## config.mk

```make
export PLATFORM = sky130hd
export DESIGN_NAME = integer_memory_value_match_unit
export DESIGN_NICKNAME = d
export VERILOG_FILES = /design/src/rtl/imvm_pkg.sv /design/src/rtl/imvm_regs.sv /design/src/rtl/imvm_lane.sv /design/src/rtl/integer_memory_value_match_unit.sv
export SDC_FILE = /design/constraint.sdc
export NUM_CORES = 1
export LEC_CHECK = 0
export BUFFER_PORTS_ARGS = -buffer_cell sky130_fd_sc_hd__buf_2
export CAP_MARGIN = 20
export CORE_UTILIZATION = 62
export DETAILED_ROUTE_END_ITERATION = 16
export HOLD_SLACK_MARGIN = 0.05
export PLACE_DENSITY = 0.83
export SLEW_MARGIN = 20
export SYNTH_ARGS = -nofsm -noshare
export SYNTH_HDL_FRONTEND = slang
export SYNTH_SLANG_ARGS = --single-unit
```

## constraint.sdc

```tcl
create_clock -name clk -period 10.1 [get_ports clk]
set_input_delay 1.01 -clock clk [delete_from_list [all_inputs] [get_ports clk]]
set_output_delay 1.01 -clock clk [all_outputs]
set_load 0.05 [all_outputs]
```

## src/rtl/imvm_pkg.sv

```systemverilog
// shared types and constants of the integer memory value match unit
package imvm_pkg;

  localparam int DataWidth = 64;
  localparam int WordBytes = DataWidth / 8;
  localparam int LaneCount = 4;

  typedef enum logic [3:0] {
    OP_ANY       = 4'd0,
    OP_UPDATE    = 4'd1,
    OP_EQ        = 4'd2,
    OP_NE        = 4'd3,
    OP_GT        = 4'd4,
    OP_LT        = 4'd5,
    OP_RANGE     = 4'd6,
    OP_UNCHANGED = 4'd7,
    OP_CHANGED   = 4'd8,
    OP_INCREASED = 4'd9,
    OP_DECREASED = 4'd10,
    OP_INCBY     = 4'd11,
    OP_DECBY     = 4'd12
  } op_t;

  typedef enum logic [2:0] {
    DT_INT8  = 3'd0,
    DT_INT16 = 3'd1,
    DT_INT32 = 3'd2,
    DT_INT64 = 3'd3,
    DT_ANY   = 3'd4
  } dtype_t;

  localparam logic [2:0] REG_MATCH_OP       = 3'd0;
  localparam logic [2:0] REG_DATA_TYPE      = 3'd1;
  localparam logic [2:0] REG_REVERSE_ENDIAN = 3'd2;
  localparam logic [2:0] REG_USER_LOW       = 3'd3;
  localparam logic [2:0] REG_USER_HIGH      = 3'd4;
  localparam logic [2:0] REG_USER_FLAGS     = 3'd5;

  typedef struct packed {
    logic [3:0]           match_op;
    logic [2:0]           data_type;
    logic                 reverse_endian;
    logic [DataWidth-1:0] user_low;
    logic [DataWidth-1:0] user_high;
    logic [7:0]           user_flags;
  } cfg_t;

  typedef struct packed {
    logic [DataWidth-1:0] memory_word;
    logic [3:0]           bytes_available;
    logic [DataWidth-1:0] old_word;
    logic [7:0]           old_flags;
  } in_t;

  typedef struct packed {
    logic [7:0] type_hits;
    logic [3:0] match_length;
  } out_t;

endpackage

```

## src/rtl/imvm_regs.sv

```systemverilog
// configuration registers behind the apb-style port
module imvm_regs (
  input  logic               clk,
  input  logic               rst,
  input  logic               psel,
  input  logic               penable,
  input  logic               pwrite,
  input  logic [5:0]         paddr,
  input  logic [63:0]        pwdata,
  output logic [63:0]        prdata,
  output logic               pready,
  output imvm_pkg::cfg_t     cfg
);

  logic       wr_en;
  logic [2:0] reg_sel;

  assign pready  = 1'b1;
  assign wr_en   = psel && penable && pwrite;
  assign reg_sel = paddr[5:3];

  always_ff @(posedge clk) begin
    if (rst) begin
      cfg.match_op       <= imvm_pkg::OP_ANY;
      cfg.data_type      <= imvm_pkg::DT_ANY;
      cfg.reverse_endian <= 1'b0;
      cfg.user_low       <= '0;
      cfg.user_high      <= '0;
      cfg.user_flags     <= '0;
    end else if (wr_en) begin
      case (reg_sel)
        imvm_pkg::REG_MATCH_OP:       cfg.match_op       <= pwdata[3:0];
        imvm_pkg::REG_DATA_TYPE:      cfg.data_type      <= pwdata[2:0];
        imvm_pkg::REG_REVERSE_ENDIAN: cfg.reverse_endian <= pwdata[0];
        imvm_pkg::REG_USER_LOW:       cfg.user_low       <= pwdata;
        imvm_pkg::REG_USER_HIGH:      cfg.user_high      <= pwdata;
        imvm_pkg::REG_USER_FLAGS:     cfg.user_flags     <= pwdata[7:0];
        default: ;
      endcase
    end
  end

  always_comb begin
    case (reg_sel)
      imvm_pkg::REG_MATCH_OP:       prdata = {60'd0, cfg.match_op};
      imvm_pkg::REG_DATA_TYPE:      prdata = {61'd0, cfg.data_type};
      imvm_pkg::REG_REVERSE_ENDIAN: prdata = {63'd0, cfg.reverse_endian};
      imvm_pkg::REG_USER_LOW:       prdata = cfg.user_low;
      imvm_pkg::REG_USER_HIGH:      prdata = cfg.user_high;
      imvm_pkg::REG_USER_FLAGS:     prdata = {56'd0, cfg.user_flags};
      default:                      prdata = '0;
    endcase
  end

endmodule

```

## src/rtl/imvm_lane.sv

```systemverilog
// compare logic for one integer width, signed and unsigned readings
module imvm_lane #(
  parameter int LogBytes = 0
) (
  input  imvm_pkg::cfg_t cfg,
  input  imvm_pkg::in_t  item,
  output logic [1:0]     hit
);

  localparam int NBytes = 1 << LogBytes;
  localparam int W      = 8 * NBytes;

  logic [W-1:0] mem_raw;
  logic [W-1:0] mem_swap;
  logic [W-1:0] mem;
  logic [W-1:0] old;
  logic [W-1:0] ulo;
  logic [W-1:0] uhi;
  logic [W-1:0] inc;
  logic [W-1:0] dec;
  logic         user_op;
  logic         active;
  logic [1:0]   old_ok;
  logic [1:0]   user_ok;

  assign mem_raw = item.memory_word[W-1:0];
  assign old     = item.old_word[W-1:0];
  assign ulo     = cfg.user_low[W-1:0];
  assign uhi     = cfg.user_high[W-1:0];
  assign inc     = old + ulo;
  assign dec     = old - ulo;

  for (genvar i = 0; i < NBytes; i++) begin : g_swap
    assign mem_swap[8*(NBytes-1-i) +: 8] = mem_raw[8*i +: 8];
  end

  assign user_op = (cfg.match_op >= imvm_pkg::OP_EQ) && (cfg.match_op <= imvm_pkg::OP_RANGE);
  // single bytes are never swapped
  assign mem = (cfg.reverse_endian && user_op && (LogBytes > 0)) ? mem_swap : mem_raw;

  assign active = ((cfg.data_type == imvm_pkg::DT_ANY) || (cfg.data_type == 3'(LogBytes)))
                  && (item.bytes_available >= 4'(NBytes));

  assign old_ok  = item.old_flags[2*LogBytes +: 2];
  assign user_ok = cfg.user_flags[2*LogBytes +: 2];

  // bit 0 is the signed reading, bit 1 the unsigned one
  for (genvar s = 0; s < 2; s++) begin : g_sign
    logic [W-1:0] bias;
    logic [W-1:0] m;
    logic [W-1:0] o;
    logic [W-1:0] l;
    logic [W-1:0] h;
    logic         res;

    // flipping the sign bit turns signed order into unsigned order
    assign bias = (s == 0) ? {1'b1, {(W-1){1'b0}}} : '0;
    assign m    = mem ^ bias;
    assign o    = old ^ bias;
    assign l    = ulo ^ bias;
    assign h    = uhi ^ bias;

    always_comb begin
      case (cfg.match_op)
        imvm_pkg::OP_ANY:       res = 1'b1;
        imvm_pkg::OP_UPDATE:    res = old_ok[s];
        imvm_pkg::OP_EQ:        res = user_ok[s] && (mem == ulo);
        imvm_pkg::OP_NE:        res = user_ok[s] && (mem != ulo);
        imvm_pkg::OP_GT:        res = user_ok[s] && (m > l);
        imvm_pkg::OP_LT:        res = user_ok[s] && (m < l);
        imvm_pkg::OP_RANGE:     res = user_ok[s] && (m >= l) && (m <= h);
        imvm_pkg::OP_UNCHANGED: res = old_ok[s] && (mem == old);
        imvm_pkg::OP_CHANGED:   res = old_ok[s] && (mem != old);
        imvm_pkg::OP_INCREASED: res = old_ok[s] && (m > o);
        imvm_pkg::OP_DECREASED: res = old_ok[s] && (m < o);
        imvm_pkg::OP_INCBY:     res = old_ok[s] && user_ok[s] && (mem == inc);
        imvm_pkg::OP_DECBY:     res = old_ok[s] && user_ok[s] && (mem == dec);
        default:                res = 1'b0;
      endcase
    end

    assign hit[s] = active && res;
  end

endmodule

```

## src/rtl/integer_memory_value_match_unit.sv

```systemverilog
// top level of the integer memory value match unit
//
// A scanner streams memory words on the input channel (in_valid, in_stall,
// in_data): each request carries the word, its readable byte count, the
// value saved earlier for the address and the types that value was valid
// as. For each request one result leaves on the output channel (out_valid,
// out_stall, out_data) with the matching type flags and the byte width of
// the widest match.
// The operation, width selection, byte order and user values sit in
// registers behind the apb port at byte addresses 8*i; write them only
// while no request is in flight.
// A request taken into the input register is compared across the four width
// lanes in parallel, and its result is then captured in the result register.
// Throughput is one request per cycle while the output is not stalled, set by
// that single compare stage; the 64-bit lane's add and compare is the longest path.
// A stalled result holds in the result register while the input register
// can still take one more request; in_stall rises only when both are full.
// Reset clears both valid flags and loads the register defaults
// (operation any, all integer widths).
module integer_memory_value_match_unit (
  input  logic            clk,
  input  logic            rst,
  input  logic            in_valid,
  output logic            in_stall,
  input  imvm_pkg::in_t   in_data,
  output logic            out_valid,
  input  logic            out_stall,
  output imvm_pkg::out_t  out_data,
  input  logic            psel,
  input  logic            penable,
  input  logic            pwrite,
  input  logic [5:0]      paddr,
  input  logic [63:0]     pwdata,
  output logic [63:0]     prdata,
  output logic            pready
);

  imvm_pkg::cfg_t cfg;
  imvm_pkg::in_t  s1_data;
  logic           s1_valid;
  logic           s1_move;
  logic           out_move;
  logic [7:0]     flags;
  logic [3:0]     length;

  imvm_regs u_regs (
    .clk     (clk),
    .rst     (rst),
    .psel    (psel),
    .penable (penable),
    .pwrite  (pwrite),
    .paddr   (paddr),
    .pwdata  (pwdata),
    .prdata  (prdata),
    .pready  (pready),
    .cfg     (cfg)
  );

  assign out_move = !out_valid || !out_stall;
  assign s1_move  = s1_valid && out_move;
  assign in_stall = s1_valid && !out_move;

  always_ff @(posedge clk) begin
    if (rst) begin
      s1_valid <= 1'b0;
    end else if (!in_stall) begin
      s1_valid <= in_valid;
    end
  end

  always_ff @(posedge clk) begin
    if (in_valid && !in_stall) begin
      s1_data <= in_data;
    end
  end

  for (genvar k = 0; k < imvm_pkg::LaneCount; k++) begin : g_lane
    imvm_lane #(.LogBytes(k)) u_lane (
      .cfg  (cfg),
      .item (s1_data),
      .hit  (flags[2*k +: 2])
    );
  end

  // widest matching width wins
  always_comb begin
    if (|flags[7:6]) begin
      length = 4'd8;
    end else if (|flags[5:4]) begin
      length = 4'd4;
    end else if (|flags[3:2]) begin
      length = 4'd2;
    end else if (|flags[1:0]) begin
      length = 4'd1;
    end else begin
      length = 4'd0;
    end
  end

  always_ff @(posedge clk) begin
    if (rst) begin
      out_valid <= 1'b0;
    end else if (out_move) begin
      out_valid <= s1_valid;
    end
  end

  always_ff @(posedge clk) begin
    if (s1_move) begin
      out_data.type_hits    <= flags;
      out_data.match_length <= length;
    end
  end

  a_len_flags: assert property (@(posedge clk) disable iff (rst)
    out_valid |-> ((out_data.match_length == 4'd0) == (out_data.type_hits == 8'd0)))
    else $error("match length disagrees with match flags");

  a_len_code: assert property (@(posedge clk) disable iff (rst)
    out_valid |-> (out_data.match_length == 4'd0 || out_data.match_length == 4'd1 ||
                   out_data.match_length == 4'd2 || out_data.match_length == 4'd4 ||
                   out_data.match_length == 4'd8))
    else $error("match length is not a legal width");

  a_stall_full: assert property (@(posedge clk) disable iff (rst)
    in_stall |-> (s1_valid && out_valid && out_stall))
    else $error("input stalled while a stage is free");

  a_no_drop: assert property (@(posedge clk) disable iff (rst)
    (s1_valid && out_valid && out_stall) |=> s1_valid)
    else $error("request dropped from input register");

  a_int8_only: assert property (@(posedge clk) disable iff (rst)
    (s1_move && cfg.data_type == imvm_pkg::DT_INT8) |=> (out_data.type_hits[7:2] == 6'd0))
    else $error("wider flags set with int8 selected");

endmodule
```

## Word-level counts from Yosys, hierarchy flattened

Cells that the tools add are included.

- Bits in registers: 298
- Input bits: 217
- Output and inout port bits: 79
- Logic and storage cells: 301

- Add/sub/neg operators: 8
- Order comparisons: 54
- Equal/unequal tests: 45
- Muxes and demuxes: 15
- Bitwise logic cells: 16
- Reduce and logical (&&, ||, !) cells: 147

Operators by type and width:

| operator | count |
|---|---|
| 64-bit one-hot mux with 6 select lines | 1 |
| 64-bit == test | 4 |
| 64-bit > comparator | 4 |
| 64-bit less-than comparator | 4 |
| 32-bit == test | 4 |
| 64-bit greater-or-equal comparator | 2 |
| 32-bit > comparator | 4 |
| 64-bit less-or-equal comparator | 2 |
| 32-bit less-than comparator | 4 |
| 64-bit != test | 2 |
| 1-bit logical AND | 123 |
| 1-bit one-hot mux with 13 select lines | 8 |
| 64-bit adder | 1 |
| 16-bit == test | 4 |
| 32-bit greater-or-equal comparator | 2 |
| 16-bit > comparator | 4 |
| 32-bit less-or-equal comparator | 2 |
| 16-bit less-than comparator | 4 |
| 64-bit two-way mux | 1 |
| 32-bit != test | 2 |
| 64-bit subtractor | 1 |
| 32-bit adder | 1 |
| 8-bit == test | 4 |
| 16-bit greater-or-equal comparator | 2 |
| other kinds (38) | 95 |

## Longest topological paths before layout

- Depth after elaboration: 13
- Depth in mapped cells: 26
- Mapped depth without buffers: 25

## Modules after synthesis

A second synthesis with hierarchy kept.

- Cells, all modules: 4114
- Area total of the unflattened synthesis: 34989.8 um^2

By module, submodules not included:

| module | instances | cells each | area each (um^2) | seq. area each (um^2) |
|---|---|---|---|---|
| imvm_lane (g_lane[3].u_lane) | 1 | 1784 | 12668.4 | 0.0 |
| imvm_regs | 1 | 664 | 6854.1 | 2882.8 |
| imvm_lane (g_lane[2].u_lane) | 1 | 833 | 6047.0 | 0.0 |
| integer_memory_value_match_unit | 1 | 170 | 4690.7 | 4604.4 |
| imvm_lane (g_lane[1].u_lane) | 1 | 452 | 3206.8 | 0.0 |
| imvm_lane (g_lane[0].u_lane) | 1 | 211 | 1522.7 | 0.0 |

## Worst setup path after synthesis

OpenSTA, ideal clock, no wires.

- Path type: input-to-reg
- Start: input port out_stall
- End: register s1_data[0] (netlist bit), enable pin
- Library setup time: 654 ps
- Data arrival time: 7572 ps
- Required time: 9446 ps
- Slack: 1874 ps
- Cell stages on the path: 2
- Path buffers: 0
- Cells stage by stage: and3_1 -> nor2b_1

- Cells in the longest elaborated chain, start to end: 6

Ends and longest elaborated chain:

| item | RTL line | source |
|---|---|---|
| start, declared | integer_memory_value_match_unit.sv:27 | `input logic out_stall,` |
| 1-bit zero test | integer_memory_value_match_unit.sv:59 | `assign out_move = !out_valid \|\| !out_stall;` |
| 1-bit logical OR | integer_memory_value_match_unit.sv:59 |  |
| 1-bit zero test | integer_memory_value_match_unit.sv:61 | `assign in_stall = s1_valid && !out_move;` |
| 1-bit logical AND | integer_memory_value_match_unit.sv:61 |  |
| 1-bit zero test | integer_memory_value_match_unit.sv:72 | `if (in_valid && !in_stall) begin` |
| 1-bit logical AND | integer_memory_value_match_unit.sv:72 |  |
| end signal, assigned | integer_memory_value_match_unit.sv:73 | `s1_data <= in_data;` |
| end, declared | integer_memory_value_match_unit.sv:39 | `imvm_pkg::in_t s1_data;` |

No other way between the ends.
A chain may end at the register's enable or synchronous reset.

## Worst setup path in the final report

- Start: register, netlist name u_regs.cfg[78]
- End: register out_data[1] (netlist bit) (data pin)

- Cells in the longest elaborated chain, start to end: 7
- Elaborated cells on any way between the ends: 99
- Classes of those cells: add/sub (6); order compare (18); eq/ne (12); mux (7); reduce/logical (56)

Ends and longest elaborated chain:

| item | RTL line | source |
|---|---|---|
| parallel branches: the longest is 7 deep, another holds 64-bit subtractor | - |  |
| end, declared | integer_memory_value_match_unit.sv:28 | `output imvm_pkg::out_t out_data,` |

Several ways; the timed one is not identified.

==> summary.md <==
| Metric | Value |
|---|---|
| Global-route met1 utilization | about 64% |
| Total die area | ~48,000 sq um |
| Number of placed instances, taps included | about 4,400 |
| Sequential-to-total area share from yosys stat | between 20% and 30% |
| Proportion of power drawn by the clock network | roughly a quarter |
| Time the final worst path needs with I/O delays and setup | between 8000 and 9000 ps |
| Static leakage | roughly 13 nW |
| Total Neg Setup Slack | 0 ps |
| First-pass GRT wire length | between 150,000 and 200,000 um |
| Largest area contributor in the netlist | ha_1 |
| Count of buffers from port buffering | 291 |
| Clock network latency to the later pin of the worst-skew pair | 610 ps |
| Total congestion overflow | 0 |
| Leading cell types in the layout, fill and taps excluded | nand2_1, ha_1, a21oi_1 |
| Reg-to-reg critical path startpoint | u_regs.cfg[78] |
| Synthesized netlist cell count | ~3,600 |
| Post-CTS setup-driven buffer insertion count | 0 |
| First DRT Iteration DRCs | between 4,000 and 5,000 |
| Reg2reg path depth | 22 |
| Switching share of power | about two fifths |
| Achievable Freq | 119.9 MHz |
| Number of buffers inserted by hold repair at cts | 0 |
| EDFF count, synth | between 150 and 200 |
| Run status | complete, no violations |
| Average via count per standard cell | between 6 and 7 |
| Endpoint of the worst setup timing path | out_data[1] |
| Die boundary height | 218.4 um |
| Clock Path Buffers | 3 |
| Initial cell density of the core | roughly 63% |
| Met2 Resource Use GR | 72.97% |
| Worst setup EP type | register |
| Core box area | 45,770 sq um |
| Worst hold path class | register to register |
| Seq cells post-synth | slightly below 300 |
| Combinational share of power | roughly two fifths |
| Fin. Hold Viols | 0 |
| Resized Gates After CTS | 0 |
| Leading cell type in the layout, fill and taps excluded | nand2_1 |
| Maximum level of the CTS H-tree | 1 |
| Final net count | ~4,500 |
| Mean area per synthesized cell | 8.004 sq um |
| Post-route ant nets | 0 |
| Internal power | roughly 2.5 mW |
| Skew final | 13.25 ps |
| Number of violations of the max-capacitance limit | 0 |
| Met3 track utilization from global routing | about a tenth |
| Worst voltage drop across the vdd grid | about 0.16 mV |
| Switching power total | between 1.5 and 2 mW |
| Worst Hold Path Cells | 2 |
| Endpoint of the lowest-slack register-to-register path | out_data[1] |
| Pwr per Cell Area | between 100 and 150 nW/um^2 |
| Total GRT Usage | 48.82% |
| Detailed-routing iteration count for the pre-antenna-repair pass | 6 |
| Most used routing layer in global routing | met2 |
| Period Utilization, post-route | between 80% and 90% |
| Unrepaired setup endpoints after global routing | false |
| Std-Cell Rows | 78 |
| Number of remaining DRC errors | 0 |
| Number of vias in the routed layout | slightly above 30,000 |
| Async S/R FF share, synth | 0% |
| Final count of negative-setup-slack endpoints | 0 |
| Placed Instance Area | about 31,000 sq um |
| Pin count of the biggest net entering global routing | between 80 and 90 |
| Worst setup path start | u_regs.cfg[78] |
| Worst slew margin | between 6 and 7% |
| Distinct cell type count of the synthesized netlist | between 80 and 90 |
| Routed length per placed instance | 26.96 um |
| Top-area cell type share of the netlist area | about a fifth |
| Post-synth design cell area | about 29,000 sq um |
| Vias in the first global route | 27,991 |
| Antenna violations before repair | 0 |
| Clock net sink count | between 200 and 300 |
| Final cell count without fillers | between 4,000 and 5,000 |
| Final GP Congestion | roughly 1.1 |
| Data arrival time of the critical path | between 8000 and 9000 ps |
| Sequential cell fraction of total power | between 30 and 40% |
| Post-synth net total | 4,281 |
| Transition time at the pin with the least slew margin | 1393 ps |
| Critical-path maximum fanout | 6 |
| Critical path class | register to register |
| Layout overhead on the synthesized area | 9.818% |
| Critical Path Start Type | register |
| TritonCTS Buffers | 29 |
| Max-slew violation total from the final report | 0 |
| Fraction of layout cells with a size suffix above 1 | approximately 10% |
| Design area | around 32,000 sq um |
| Warnings, synthesis | 0 |
| DRT Wirelength | approximately 120,000 um |
| Boundary pin count | between 200 and 300 |
| Commonest register cell after synthesis | edfxtp_1 |
| R2R setup slack | about 1800 ps |
| Clock tree root driver cell | clkbuf_16 |
| Synth top area cells | ha_1, edfxtp_1, dfxtp_1 |
| Clock-pin transition on the worst setup and hold timing paths | about 70 ps |
| Data required, critical path | 10,460 ps |
| Width of the die | 218.4 um |
| Detailed placement HPWL | about 96,000 um |
| TritonCTS clock tree | built |
-- worst min-delay path by stage --
stage,startpoint,end,slack [ps]
2_1_floorplan,u_regs.cfg[11],u_regs.cfg[11],440
6_report,u_regs.cfg[52],u_regs.cfg[52],470
4_1_cts,u_regs.cfg[11],u_regs.cfg[11],470
5_1_grt,u_regs.cfg[11],u_regs.cfg[11],480
3_5_place_dp,u_regs.cfg[11],u_regs.cfg[11],460
3_3_place_gp,u_regs.cfg[11],u_regs.cfg[11],440
-- cells by family (layout without fill, tap and decap cells) --
group	after synthesis	after routing	synth area share, %
adders and majority gates	437	437	18.86
DFF	298	298	25.79
xor gates and xnor gates	176	176	6.064
AOI/OAI and AO/OA	1005	1005	22.06
muxes	48	48	1.715
other	1	2	0.01292
and+or+nand+nor	1263	1263	20.24
buffers and inverters	399	635	5.262
-- worst max-delay path, stage by stage, from the launching register on --
cell	delay (ps)
dfxtp_1	380
or4_1	600
nor3_2	490
and2_1	340
and3_1	350
nand3_1	260
nor3_1	640
a31oi_1	200
xnor2_1	160
ha_1	400
nand4_1	210
nor3_1	510
o211ai_1	400
nor4_2	720
or3_1	240
o211ai_1	80
or4_1	540
or4b_1	620
nor4_2	360
nand4_1	190
a21o_1	270
inv_2	80
nor3b_1	50
-- final cells by class --
cell class / instances / area, sq um
well taps: 600 / 750.7
diodes: 1 / 2.502
clock buffers: 43 / 798.3
clock inverters: 11 / 91.34
flip-flops and latches: 298 / 7487
multi-input cells: 2930 / 20090
inverters: 262 / 983.4
fillers: 3734 / 13890
repair buffers: 319 / 1673
-- synthesized netlist by cell type (all sizes together) (20+ instances only) --
master	count
a211oi	24
a21o	92
a21oi	397
a22o	67
a31oi	24
and2	20
and3	22
buf	24
clkbuf	113
dfxtp	146
edfxtp	152
ha	436
inv	262
mux2i	43
nand2	609
nand3	46
nand4	134
nor2	192
nor2b	46
nor3	68
nor4	42
o211ai	30
o21a	34
o21ai	157
o31ai	20
xnor2	127
xor2	34
-- sequential cells by signal, indices dropped and copies added, names as in the netlist --
register    cells
s1_valid        1
u_regs.cfg    144
out_valid       1
s1_data       140
out_data       12
-- per-layer routing --
| layer | share of wire [%] | vias to the layer above |
|---|---|---|
| li1 | - | 13659 |
| met2 | 42 | 2271 |
| met3 | 13 | 413 |
| met1 | 38 | 14223 |
| met5 | 0 | - |
| met4 | 7.1 | 0 |
-- power groups by stage --
stage / Clock (mW) / Sequential, mW / Combinational [mW]
final: 1.06 / 1.37 / 1.63
after global routing: 1.10 / 1.37 / 1.72
after CTS: 1.06 / 1.36 / 1.56
after detailed placement: 0 / 1.39 / 1.55
after global placement: 0 / 1.39 / 1.53
after floorplan: 0 / 1.38 / 1.07
-- per-stage QoR --
| step | utilization (%) | total power [mW] | hold WS (ps) | setup WS (ps) |
|---|---|---|---|---|
| 6_report | 69.65 | 4.062 | 469.4 | 1758 |
| 3_5_place_dp | 67.64 | 2.934 | 460.1 | 1761 |
| 4_1_cts | 69.59 | 3.979 | 468.4 | 1754 |
| 3_3_place_gp | 67.64 | 2.923 | 444.4 | 1938 |
| 2_1_floorplan | - | 2.446 | 436.3 | 1874 |
| 5_1_grt | 69.65 | 4.194 | 481.3 | 1471 |
Power figures use the tool's default switching activity.
